[config.mk]
export PLATFORM = sky130hd
export DESIGN_NAME = tape_bit_cell_serializer_flat
export DESIGN_NICKNAME = d
export VERILOG_FILES = /design/src/rtl/tbcs_pkg.sv /design/src/rtl/tbcs_cmd_if.sv /design/src/rtl/tbcs_unit_if.sv /design/src/rtl/tbcs_cfg_if.sv /design/src/rtl/tbcs_front.sv /design/src/rtl/tbcs_queue.sv /design/src/rtl/tbcs_back.sv /design/src/rtl/tape_bit_cell_serializer.sv /design/src/flat_wrapper.sv
export SDC_FILE = /design/constraint.sdc
export NUM_CORES = 1
export LEC_CHECK = 0
export BUFFER_PORTS_ARGS = -buffer_cell sky130_fd_sc_hd__buf_2
export CAP_MARGIN = 20
export CORE_ASPECT_RATIO = 2
export CORE_MARGIN = 4
export CORE_UTILIZATION = 40
export DETAILED_ROUTE_END_ITERATION = 16
export GPL_ROUTABILITY_DRIVEN = 1
export MAX_ROUTING_LAYER = met4
export PLACE_DENSITY = 0.56
export RECOVER_POWER = 25
export SLEW_MARGIN = 25
export SYNTH_ARGS = -nofsm -noshare
export SYNTH_HDL_FRONTEND = slang
export SYNTH_SLANG_ARGS = --single-unit
[constraint.sdc]
create_clock -name clk -period 4 [get_ports clk]
set_input_delay 0.8 -clock clk [delete_from_list [all_inputs] [get_ports clk]]
set_output_delay 0.8 -clock clk [all_outputs]
set_load 0.01 [all_outputs]
[src/rtl/tbcs_pkg.sv]
package tbcs_pkg;

	// command codes
	typedef enum logic [1:0] {
		ACT_BYTE  = 2'd0,
		ACT_PILOT = 2'd1,
		ACT_PAUSE = 2'd2,
		ACT_NONE  = 2'd3
	} tbcs_action_t;

	// configuration register indexes
	localparam logic [1:0] REG_LOW_LEVEL  = 2'd0;
	localparam logic [1:0] REG_HIGH_LEVEL = 2'd1;
	localparam logic [1:0] REG_SPEED      = 2'd2;

	localparam int LEVEL_W   = 8;
	localparam int SPEED_W   = 4;
	localparam int DATA_W    = 8;
	localparam int CFG_IDX_W = 2;
	localparam int CFG_DAT_W = 8;

	localparam logic [LEVEL_W-1:0] LOW_LEVEL_RST  = 8'd0;
	localparam logic [LEVEL_W-1:0] HIGH_LEVEL_RST = 8'd255;
	localparam logic [SPEED_W-1:0] SPEED_RST      = 4'd3;

	// a byte is start bit, eight data bits and two stop bits, four units each
	localparam int UNITS_PER_BIT = 4;
	localparam int UNITS_MAX     = UNITS_PER_BIT * (1 + DATA_W + 2);
	localparam int LEN_W         = $clog2(UNITS_MAX + 1);

	// unit patterns, bit k set means unit k is high
	localparam logic [UNITS_PER_BIT-1:0] PAT_ZERO  = 4'b1100;
	localparam logic [UNITS_PER_BIT-1:0] PAT_ONE   = 4'b1010;
	localparam logic [1:0]               PAT_PILOT = 2'b10;
	localparam logic [1:0]               PAT_PAUSE = 2'b00;

	localparam int Q_DEPTH = 2;

	typedef struct packed {
		logic [UNITS_MAX-1:0] pat;
		logic [LEN_W-1:0]     len;
	} tbcs_desc_t;

endpackage

[src/rtl/tbcs_cmd_if.sv]
interface tbcs_cmd_if import tbcs_pkg::*; ();
	logic              valid;
	logic              ready;
	logic [1:0]        action;
	logic [DATA_W-1:0] data_byte;

	modport source (output valid, action, data_byte, input ready);
	modport sink (input valid, action, data_byte, output ready);
endinterface

[src/rtl/tbcs_unit_if.sv]
interface tbcs_unit_if import tbcs_pkg::*; ();
	logic               valid;
	logic               ready;
	logic [LEVEL_W-1:0] level;
	logic [SPEED_W-1:0] repeat_res;
	logic               last;

	modport source (output valid, level, repeat_res, last, input ready);
	modport sink (input valid, level, repeat_res, last, output ready);
endinterface

[src/rtl/tbcs_cfg_if.sv]
interface tbcs_cfg_if import tbcs_pkg::*; ();
	logic                 valid;
	logic                 ready;
	logic [CFG_IDX_W-1:0] index;
	logic [CFG_DAT_W-1:0] data;

	modport source (output valid, index, data, input ready);
	modport sink (input valid, index, data, output ready);
endinterface

[src/rtl/tbcs_front.sv]
module tbcs_front import tbcs_pkg::*; (
	input  logic              cmd_valid,
	output logic              cmd_ready,
	input  logic [1:0]        action,
	input  logic [DATA_W-1:0] data_byte,
	input  logic              q_ready,
	output logic              q_push,
	output tbcs_desc_t        q_desc
);

	tbcs_desc_t desc;
	logic       keep;

	always_comb begin
		desc = '0;
		keep = 1'b1;
		case (tbcs_action_t'(action))
			ACT_BYTE: begin
				desc.pat[UNITS_PER_BIT-1:0] = PAT_ZERO;
				for (int i = 0; i < DATA_W; i++) begin
					desc.pat[UNITS_PER_BIT*(i+1) +: UNITS_PER_BIT] =
						data_byte[i] ? PAT_ONE : PAT_ZERO;
				end
				desc.pat[UNITS_PER_BIT*(DATA_W+1) +: UNITS_PER_BIT] = PAT_ONE;
				desc.pat[UNITS_PER_BIT*(DATA_W+2) +: UNITS_PER_BIT] = PAT_ONE;
				desc.len = LEN_W'(UNITS_MAX);
			end
			ACT_PILOT: begin
				desc.pat[1:0] = PAT_PILOT;
				desc.len = LEN_W'(2);
			end
			ACT_PAUSE: begin
				desc.pat[1:0] = PAT_PAUSE;
				desc.len = LEN_W'(2);
			end
			default: begin
				keep = 1'b0;
			end
		endcase
	end

	// unused code is taken and dropped
	assign cmd_ready = q_ready;
	assign q_push    = cmd_valid && q_ready && keep;
	assign q_desc    = desc;

endmodule

[src/rtl/tbcs_queue.sv]
module tbcs_queue import tbcs_pkg::*; #(
	parameter int DEPTH = Q_DEPTH
) (
	input  logic       clk,
	input  logic       arst_n,
	input  logic       push,
	input  tbcs_desc_t push_desc,
	output logic       push_ready,
	input  logic       pop,
	output logic       head_valid,
	output tbcs_desc_t head_desc
);

	localparam int PTR_W = (DEPTH > 1) ? $clog2(DEPTH) : 1;
	localparam int CNT_W = $clog2(DEPTH + 1);

	tbcs_desc_t       mem_q [DEPTH];
	logic [PTR_W-1:0] wr_ptr_q;
	logic [PTR_W-1:0] rd_ptr_q;
	logic [CNT_W-1:0] count_q;

	assign push_ready = count_q != CNT_W'(DEPTH);
	assign head_valid = count_q != '0;
	assign head_desc  = mem_q[rd_ptr_q];

	always_ff @(posedge clk) begin
		if (push) begin
			mem_q[wr_ptr_q] <= push_desc;
		end
	end

	always_ff @(posedge clk or negedge arst_n) begin
		if (!arst_n) begin
			wr_ptr_q <= '0;
			rd_ptr_q <= '0;
			count_q  <= '0;
		end else begin
			if (push) begin
				wr_ptr_q <= (wr_ptr_q == PTR_W'(DEPTH - 1)) ? '0 : wr_ptr_q + 1'b1;
			end
			if (pop) begin
				rd_ptr_q <= (rd_ptr_q == PTR_W'(DEPTH - 1)) ? '0 : rd_ptr_q + 1'b1;
			end
			if (push && !pop) begin
				count_q <= count_q + 1'b1;
			end else if (pop && !push) begin
				count_q <= count_q - 1'b1;
			end
		end
	end

endmodule

[src/rtl/tbcs_back.sv]
module tbcs_back import tbcs_pkg::*; (
	input  logic               clk,
	input  logic               arst_n,
	input  logic               head_valid,
	input  tbcs_desc_t         head_desc,
	output logic               pop,
	input  logic [LEVEL_W-1:0] low_level,
	input  logic [LEVEL_W-1:0] high_level,
	input  logic [SPEED_W-1:0] speed,
	output logic               out_valid,
	input  logic               out_ready,
	output logic [LEVEL_W-1:0] level,
	output logic [SPEED_W-1:0] repeat_res,
	output logic               last
);

	logic [UNITS_MAX-1:0] cur_pat_q;
	logic [LEN_W-1:0]     cur_rem_q;
	logic                 out_valid_q;
	logic [LEVEL_W-1:0]   level_q;
	logic [SPEED_W-1:0]   repeat_q;
	logic                 last_q;

	logic                 have_cur;
	logic [UNITS_MAX-1:0] src_pat;
	logic [LEN_W-1:0]     src_len;
	logic                 src_valid;
	logic                 load;
	logic                 adv;

	assign have_cur  = cur_rem_q != '0;
	assign src_pat   = have_cur ? cur_pat_q : head_desc.pat;
	assign src_len   = have_cur ? cur_rem_q : head_desc.len;
	assign src_valid = have_cur || head_valid;
	assign load      = !out_valid_q || out_ready;
	assign adv       = load && src_valid;
	assign pop       = adv && !have_cur;

	always_ff @(posedge clk or negedge arst_n) begin
		if (!arst_n) begin
			out_valid_q <= 1'b0;
			cur_rem_q   <= '0;
		end else if (adv) begin
			out_valid_q <= 1'b1;
			cur_rem_q   <= src_len - 1'b1;
		end else if (load) begin
			out_valid_q <= 1'b0;
		end
	end

	always_ff @(posedge clk) begin
		if (adv) begin
			level_q   <= src_pat[0] ? high_level : low_level;
			repeat_q  <= speed;
			last_q    <= src_len == LEN_W'(1);
			cur_pat_q <= src_pat >> 1;
		end
	end

	assign out_valid  = out_valid_q;
	assign level      = level_q;
	assign repeat_res = repeat_q;
	assign last       = last_q;

endmodule

[src/rtl/tape_bit_cell_serializer.sv]
// channel | role   | payload                          | handshake
// cmd     | sink   | action[1:0], data_byte[7:0]      | valid/ready
// units   | source | level[7:0], repeat_res[3:0], last| valid/ready
// cfg     | sink   | index[1:0], data[7:0]            | valid/ready, ready always high
//
// one unit per cycle leaves the output register unless units stall; a byte command makes
// 44 units, pilot and pause make 2, all shifted out by the back end's unit shifter
// commands are taken while the command queue has room, also while units are stalled
// the unused action code is taken and dropped without any unit
// reset (arst_n low) empties the queue and the shifter, levels go to 0 and 255, speed to 3
// a stall on units holds the output register; the queue fills and then cmd.ready drops
module tape_bit_cell_serializer import tbcs_pkg::*; #(
	parameter int QUEUE_DEPTH = Q_DEPTH
) (
	input  logic        clk,
	input  logic        arst_n,
	tbcs_cmd_if.sink    cmd,
	tbcs_unit_if.source units,
	tbcs_cfg_if.sink    cfg
);

	// configuration registers
	logic [LEVEL_W-1:0] low_level_q;
	logic [LEVEL_W-1:0] high_level_q;
	logic [SPEED_W-1:0] speed_q;

	// front to queue
	logic       q_push;
	logic       q_ready;
	tbcs_desc_t q_desc;

	// queue to back
	logic       q_pop;
	logic       head_valid;
	tbcs_desc_t head_desc;

	// register writes land at once, indexes past the list are ignored
	assign cfg.ready = 1'b1;

	always_ff @(posedge clk or negedge arst_n) begin
		if (!arst_n) begin
			low_level_q  <= LOW_LEVEL_RST;
			high_level_q <= HIGH_LEVEL_RST;
			speed_q      <= SPEED_RST;
		end else if (cfg.valid) begin
			case (cfg.index)
				REG_LOW_LEVEL:  low_level_q  <= cfg.data[LEVEL_W-1:0];
				REG_HIGH_LEVEL: high_level_q <= cfg.data[LEVEL_W-1:0];
				REG_SPEED:      speed_q      <= cfg.data[SPEED_W-1:0];
				default: begin
				end
			endcase
		end
	end

	// front end: decode the command into a unit pattern and a length
	tbcs_front u_front (
		.cmd_valid (cmd.valid),
		.cmd_ready (cmd.ready),
		.action    (cmd.action),
		.data_byte (cmd.data_byte),
		.q_ready   (q_ready),
		.q_push    (q_push),
		.q_desc    (q_desc)
	);

	// short queue of decoded commands between front and back
	tbcs_queue #(
		.DEPTH (QUEUE_DEPTH)
	) u_queue (
		.clk        (clk),
		.arst_n     (arst_n),
		.push       (q_push),
		.push_desc  (q_desc),
		.push_ready (q_ready),
		.pop        (q_pop),
		.head_valid (head_valid),
		.head_desc  (head_desc)
	);

	// back end: shift out one unit per cycle into the output register unless units stall
	tbcs_back u_back (
		.clk        (clk),
		.arst_n     (arst_n),
		.head_valid (head_valid),
		.head_desc  (head_desc),
		.pop        (q_pop),
		.low_level  (low_level_q),
		.high_level (high_level_q),
		.speed      (speed_q),
		.out_valid  (units.valid),
		.out_ready  (units.ready),
		.level      (units.level),
		.repeat_res (units.repeat_res),
		.last       (units.last)
	);

endmodule

[src/flat_wrapper.sv]
// flat-port wrapper written by rule: the top's interface ports become plain ports
module tape_bit_cell_serializer_flat import tbcs_pkg::*;
#(
	parameter int QUEUE_DEPTH = Q_DEPTH
)
  (clk, arst_n, cmd_valid, cmd_action, cmd_data_byte, cmd_ready, units_valid, units_level, units_repeat_res, units_last, units_ready, cfg_valid, cfg_index, cfg_data, cfg_ready);
  tbcs_cmd_if cmd_i ();
  tbcs_unit_if units_i ();
  tbcs_cfg_if cfg_i ();
  input  logic clk;
  input  logic arst_n;
  input wire logic [$bits(cmd_i.valid)-1:0] cmd_valid;
  input wire logic [$bits(cmd_i.action)-1:0] cmd_action;
  input wire logic [$bits(cmd_i.data_byte)-1:0] cmd_data_byte;
  output wire logic [$bits(cmd_i.ready)-1:0] cmd_ready;
  output wire logic [$bits(units_i.valid)-1:0] units_valid;
  output wire logic [$bits(units_i.level)-1:0] units_level;
  output wire logic [$bits(units_i.repeat_res)-1:0] units_repeat_res;
  output wire logic [$bits(units_i.last)-1:0] units_last;
  input wire logic [$bits(units_i.ready)-1:0] units_ready;
  input wire logic [$bits(cfg_i.valid)-1:0] cfg_valid;
  input wire logic [$bits(cfg_i.index)-1:0] cfg_index;
  input wire logic [$bits(cfg_i.data)-1:0] cfg_data;
  output wire logic [$bits(cfg_i.ready)-1:0] cfg_ready;
  assign cmd_i.valid = cmd_valid;
  assign cmd_i.action = cmd_action;
  assign cmd_i.data_byte = cmd_data_byte;
  assign cmd_ready = cmd_i.ready;
  assign units_valid = units_i.valid;
  assign units_level = units_i.level;
  assign units_repeat_res = units_i.repeat_res;
  assign units_last = units_i.last;
  assign units_i.ready = units_ready;
  assign cfg_i.valid = cfg_valid;
  assign cfg_i.index = cfg_index;
  assign cfg_i.data = cfg_data;
  assign cfg_ready = cfg_i.ready;
  tape_bit_cell_serializer #(.QUEUE_DEPTH(QUEUE_DEPTH)) u_core (.clk(clk), .arst_n(arst_n), .cmd(cmd_i), .units(units_i), .cfg(cfg_i));
endmodule
==> metrics.md, run 1 <==
| Metric | Value |
|---|---|
| Status | `finished, violations left` |
| Startpoint Class | `register` |
| Fillers | `1,095` |
| Vias in the first global route | `about 2,700` |
| Worst reg-to-reg setup slack | `roughly 1800 ps` |
| Hold Vio Cnt, Final | `0` |
| Core area | `about 0.012 sq mm` |
| Die width | `slightly below 90 microns` |
| Syn Inst Count | `320` |
| Max Cap Viol | `1` |
| CTS resizes | `0` |
| Synthesized flop and latch total | `~130` |
| First-pass GRT wire length | `around 13,000 microns` |
| Syn Area/Cell | `roughly 16 sq um` |
| Drt wl/cell | `around 15 microns` |
| Syn nets | `approximately 350` |
| Min cycle time layout | `2230 ps` |
| Leak | `0.00230 uW` |
| Worst slew margin relative to its limit | `-0.159` |
| Clock root buffer | `clkbuf_16` |
| Final ANT Viol Nets | `0` |
| Required time of the critical path | `between 4000 and 5000 ps` |
| Initial antenna violation count | `0` |
| Async set-reset flop share out of synthesis | `0.248` |
| Yosys cell types | `35` |
| CTS Hold Bufs | `0` |
| Initial Util | `0.412` |
| Aggregate negative setup slack | `0 ps` |
| Pre-antenna DRT Iters | `4` |
| Vias per std cell | `~4.8` |
| Worst-margin pin slew | `about 1700 ps` |
| Ys flop type | `edfxtp_1` |
| Clk Latency, worst-skew pair | `410 ps` |
| RSZ-0062 raised after global routing | `no` |
| Total die area | `between 0.01 and 0.015 sq mm` |
| Gpl congestion | `0.747` |
| Critical-path cell list | `nor4_4 -> and2_2 -> nand2_1 -> ha_1 -> nor2_1 -> xor2_1` |
| CTS buffer count | `17` |
| Post-synth top cells | `edfxtp_1, mux2_2, and2_1, dfrtp_1, nand2_1` |
| Setup Skew | `7.88 ps` |
| Yosys top cell area share | `0.559` |
| Clk slew on worst S/H paths | `60 ps` |
| EDFF count, synth | `94` |
| Final nets | `400` |
| Final WL | `slightly below 8000 microns` |
| Syn Std Cell Area | `about 0.0051 sq mm` |
| Layout area overhead | `18.7%` |
| GRT Residual Overflow | `0` |
| Most numerous cell in the Yosys netlist | `edfxtp_1` |
| Site Rows | `57` |
| Total Routing Usage GR | `0.123` |
| Port bufs | `39` |
| VDD IR-drop max | `~0.00036 V` |
| Critical path class | `register to register` |
| Worst Path Max Fanout | `16` |
| Min-Delay Path Class | `register to register` |
| Final Max Slew Viols | `32` |
| Crit path largest cell delay | `between 400 and 500 ps` |
| CTS tree | `done` |
| Post-DP HPWL | `just over 5000 microns` |
| Largest area contributor in the netlist | `edfxtp_1` |
| Layout cell share with drive strength beyond 1 | `0.306` |
| Failing checks | `max-capacitance violations, max-slew violations` |
| Fmax | `449 MHz` |
| DR iter-0 viols | `91` |
| Dominant cells by area after synthesis | `edfxtp_1, dfrtp_1, mux2_2, dfstp_2, mux2i_1` |
| Tcrit/Tclk final | `0.557` |
| Die height | `167 microns` |
| Clock Tree Buf Depth | `2` |
| Final setup fails | `0` |
| CP max-delay cell | `nor4_4` |
| Crit path DAT | `between 2000 and 3000 ps` |
| Post-CTS setup buffer count | `0` |
| Diode count | `0` |
| H-tree Lvls | `4` |
| Largest net degree at the start of global routing | `63` |
| Endpoint class of the critical path | `register` |
| Pwr dens | `a little under 700 mW/mm^2` |
| Drt drc | `0` |
| Num ports | `around 40` |
| Via count | `approximately 2,600` |
| Fin util | `0.489` |
| Number of clock sinks | `125` |
| Sequential area share after synthesis | `0.715` |
| Total number of yosys warnings | `0` |
## layer usage
layer / routed length, microns / part of all wire / vias up / track usage
met3: 297 / 0.037 / 8 / 0.0405
met2: 4210 / 0.53 / 46 / 0.198
met1: 3300 / 0.42 / 1245 / 0.135
met5: 0 / 0 / - / -
met4: 119 / 0.015 / 0 / 0.0595
li1: - / - / 1262 / -
## registers in the layout (all words and copies together) (netlist names)
name	flops
u_core.high_level_q	8
u_core.u_back.cur_rem_q	6
u_core.u_back.last	1
u_core.u_queue.mem_q	38
u_core.u_back.repeat_res	4
u_core.low_level_q	8
u_core.speed_q	4
u_core.u_back.out_valid	1
u_core.u_queue.wr_ptr_q	1
u_core.u_back.cur_pat_q	43
u_core.u_back.level	8
u_core.u_queue.count_q	2
u_core.u_queue.rd_ptr_q	1
## through the flow
stage               worst slack [ps]  cells  instance area (sq um)  hold slack (ps)  total power, uW
floorplan                        170    320                   5050              419             2460
global placement                1500    497                   5390              427             2630
detailed placement              1460    497                   5390              439             2660
CTS                             1750    529                   6010              451             4250
global route                    1590    529                   6000              467             4410
finish                          1770    529                   6000              446             4180
## placed cells by master, fill, tap and decap left out, types with 2 or more instances in the layout
master	count
clkinv_4	4
ha_1	6
inv_6	4
o21a_1	13
bufinv_16	3
nor2b_1	9
nor2_1	9
nand4_1	2
dfstp_2	9
buf_4	4
xor2_1	2
mux2_2	32
nand2_1	19
nand3_1	2
nand3b_1	5
edfxtp_1	94
mux2i_1	18
dfrtp_1	21
clkbuf_16	17
clkbuf_1	4
inv_1	8
clkinvlp_4	3
and2_0	6
xnor2_1	5
a21oi_1	2
buf_2	35
and2_1	15
o21ai_0	18
## path summary, 6_finish.rpt
kind                                                 start                     endpoint  cells past startpoint
worst min register to register           u_core.speed_q[3]  u_core.u_back.repeat_res[3]                      0
max in group asynchronous                           arst_n        u_core.low_level_q[7]                      1
min in group asynchronous                           arst_n            u_core.speed_q[2]                      1
worst min-delay path                     u_core.speed_q[3]  u_core.u_back.repeat_res[3]                      0
worst max-delay path            u_core.u_back.cur_rem_q[2]    u_core.u_queue.count_q[1]                      6
worst max register to register  u_core.u_back.cur_rem_q[2]    u_core.u_queue.count_q[1]                      6
## cells by family (layout without fill, tap and decap cells)
family                   after synthesis  after routing  synth area share
flip-flops                           125            125             0.715
AND/OR/NAND/NOR                       74             74            0.0842
multiplexers                          50             50             0.107
AO/OA/AOI/OAI                         36             36            0.0451
buffers and inverters                 21             83            0.0215
XOR/XNOR                               7              7            0.0121
adder cells (fa/ha/maj)                6              6            0.0149
other                                  1              1          0.000742
## where the power goes
part	total (uW)	internal, uW	switching (uW)
Combinational	714	327	388
Sequential	1900	1780	122
Clock	1570	989	576
## worst max-delay path, delay by kind of cell (launching register included)
family	cells	cell delay [ps]
DFF	1	440
and+or+nand+nor	4	1200
xor gates and xnor gates	1	160
adders and majority gates	1	350
## area by class of cell
| type | count | area [sq um] | area share |
|---|---|---|---|
| Clock buffer | 17 | 425 | 0.0709 |
| Clock inverter | 15 | 188 | 0.0313 |
| Inverter | 8 | 30.0 | 0.00500 |
| Multi-Input combinational cell | 174 | 1340 | 0.224 |
| Sequential cell | 125 | 3610 | 0.602 |
| Tap cell | 147 | 184 | 0.0307 |
| Timing Repair Buffer | 43 | 220 | 0.0367 |
(Power assumes the default switching activity.)
==> run 2, diff against run 1 <==
--- a/config.mk
+++ b/config.mk
@@ -13,7 +13,7 @@
 export DETAILED_ROUTE_END_ITERATION = 16
 export GPL_ROUTABILITY_DRIVEN = 1
 export MAX_ROUTING_LAYER = met4
-export PLACE_DENSITY = 0.56
+export PLACE_DENSITY = 0.58
 export RECOVER_POWER = 25
 export SLEW_MARGIN = 25
 export SYNTH_ARGS = -nofsm -noshare
==> constraint.sdc (replaced) <==
create_clock -name clk -period 1.9 [get_ports clk]
set_input_delay 0.38 -clock clk [delete_from_list [all_inputs] [get_ports clk]]
set_output_delay 0.38 -clock clk [all_outputs]
set_load 0.01 [all_outputs]
==> run 2 against run 1 <==
  * The flow now finishes without violations
  * Utilization is 1.8 points higher
  * First-iteration DRC count grew 8.8%
  * Die area stayed put
  * Non-clock buffer count grew 12
  * Setup slack got worse by 1700 ps
  * Hold slack worse by 420 ps
  * Clock power rose by 120%
  * Combinational power grew 140%
  * Sequential power is 110% higher
  * Register-to-register slack worse by 1700 ps
  * Global-route usage increased by 0.50 points
  * Cell count is 2.3% higher
==> metrics.md, run 2 (same netlist as run 1, synthesis figures left out) <==
| Metric | Value |
|---|---|
| Final ANT Viol Nets | `0` |
| Critical path class | `register to register` |
| Status | `completed` |
| Endpoint class of the critical path | `register` |
| Num ports | `between 40 and 50` |
| Die width | `87.5 microns` |
| Drt wl/cell | `between 15 and 20 microns` |
| Number of clock sinks | `~130` |
| CP dominant cell by count | `buf_4` |
| Final Max Slew Viols | `0` |
| Core area | `approximately 0.012 sq mm` |
| Drt drc | `0` |
| Largest net degree at the start of global routing | `47` |
| Vias per std cell | `about 4.9` |
| Combinational share of power | `0.184` |
| Largest Register | `u_core.u_back.cur_pat_q` |
| Pwr dens | `roughly 1500 mW/mm^2` |
| Final setup fails | `0` |
| Final nets | `~410` |
| Layout area overhead | `23.2%` |
| CTS Hold Bufs | `0` |
| Critical-path cell list | `nor4_4 -> buf_4 -> a31oi_4 -> buf_4 -> bufbuf_16` |
| Total die area | `0.0146 sq mm` |
| Clk slew on worst S/H paths | `around 60 ps` |
| VDD IR-drop max | `0.00115 V` |
| Leak | `0.00243 uW` |
| Tcrit/Tclk final | `0.958` |
| Initial Util | `0.412` |
| Initial antenna violation count | `0` |
| Gpl congestion | `0.756` |
| CP max-delay cell | `dfrtp_2` |
| Post-DP HPWL | `about 5400 microns` |
| Largest regs | `u_core.u_back.cur_pat_q x43, u_core.u_queue.mem_q x38` |
| Fin util | `0.508` |
| GRT Residual Overflow | `0` |
| Internal power | `6910 uW` |
| Commonest non-fill, non-tap cell in the layout | `edfxtp_1` |
| Switch share | `0.249` |
| CTS tree | `done` |
| Clock Tree Buf Depth | `2` |
| Setup Skew | `5.76 ps` |
| Worst-margin pin slew | `roughly 720 ps` |
| Worst slew margin relative to its limit | `0.523` |
| First-pass GRT wire length | `13,800 microns` |
| Site Rows | `between 50 and 60` |
| CTS buffer count | `17` |
| Clock root buffer | `clkbuf_16` |
| Clk Latency, worst-skew pair | `400 ps` |
| Commonest non-fill, non-tap cells in the layout | `edfxtp_1, buf_2, mux2_2, dfrtp_1, and2_1` |
| Worst Path Max Fanout | `31` |
| Startpoint Class | `register` |
| Post-route cell area | `about 0.0062 sq mm` |
| Final WL | `roughly 8300 microns` |
| Vias in the first global route | `approximately 2,800` |
| Clock power frac | `0.379` |
| H-tree Lvls | `4` |
| Required time of the critical path | `2050 ps` |
| Total Routing Usage GR | `0.128` |
| Placed cell area | `between 0.005 and 0.006 sq mm` |
| Crit path DAT | `roughly 2000 ps` |
| DR iter-0 viols | `99` |
| Via count | `approximately 2,700` |
| Pre-antenna DRT Iters | `4` |
| Layout cell share with drive strength beyond 1 | `0.340` |
| Fmax | `between 500 and 600 MHz` |
| Port bufs | `39` |
| Hold Vio Cnt, Final | `0` |
| Seq pwr share | `0.437` |
| Min-Delay Path Class | `input pin to async pin` |
| Max reg flops | `between 40 and 50` |
| Diode count | `0` |
| Switching Power | `2280 uW` |
| Crit path largest cell delay | `between 400 and 500 ps` |
| Min cycle time layout | `1820 ps` |
| Die height | `approximately 170 microns` |
| Max Cap Viol | `0` |
## run 2: layout make-up
cell class / instances / area, sq um
Clock inverter: 14 / 219
Inverter: 8 / 30.0
Fill cell: 1063 / 6040
Sequential cell: 125 / 3610
Timing Repair Buffer: 55 / 392
Multi-Input combinational cell: 174 / 1360
Clock buffer: 18 / 429
Tap cell: 147 / 184
## run 2: final timing paths
path / to / cells after the start / from / slack (ps)
max: u_core.u_back.level[2] / 5 / u_core.u_back.cur_rem_q[3] / 80
min: u_core.speed_q[3] / 1 / arst_n / 30
max reg2reg: u_core.u_back.level[2] / 5 / u_core.u_back.cur_rem_q[3] / 80
min reg2reg: u_core.u_back.repeat_res[2] / 0 / u_core.speed_q[2] / 450
max in group asynchronous: u_core.u_back.cur_rem_q[3] / 1 / arst_n / 1360
min in group clk: u_core.low_level_q[4] / 2 / cfg_data[4] / 230
## run 2: per-layer routing
layer	vias up	track usage	wire, microns
met2	43	0.217	4690
met4	0	0.0601	129
met3	11	0.0356	291
li1	1290	-	-
met5	-	-	0
met1	1319	0.135	3220
## run 2: repair_timing
item,4_1_cts,5_1_grt
pin swaps,1,3
endpoints found under the setup margin,1,17
cloned,1,1
gates resized for setup,0,6
buffers inserted,0,3
## run 2: power groups by stage
stage / logic (uW) / registers (uW) / clock network [uW]
after global routing: 1900 / 4090 / 3670
final: 1690 / 4020 / 3490
after CTS: 1700 / 4030 / 3560
after detailed placement: 1680 / 4070 / 0
after global placement: 1630 / 4040 / 0
after floorplan: 1170 / 4030 / 0
## run 2: critical path, delay by kind of cell, from the launching register on
kind	cells	cell delay, ps
buffers and inverters	3	670
and+or+nand+nor	1	350
AOI/OAI and AO/OA	1	100
DFF	1	440
## run 2: per-stage QoR
step	setup slack (ps)	hold WS (ps)	total power (uW)	std cells	setup TNS [ps]
2_1_floorplan	-711	84.4	5200	320	-12600
3_3_place_gp	23.5	428	5670	504	0
3_5_place_dp	9.73	437	5750	504	0
4_1_cts	9.06	47.0	9290	537	0
5_1_grt	-0.101	75.7	9660	541	-0.101
6_report	79.7	28.0	9190	541	0
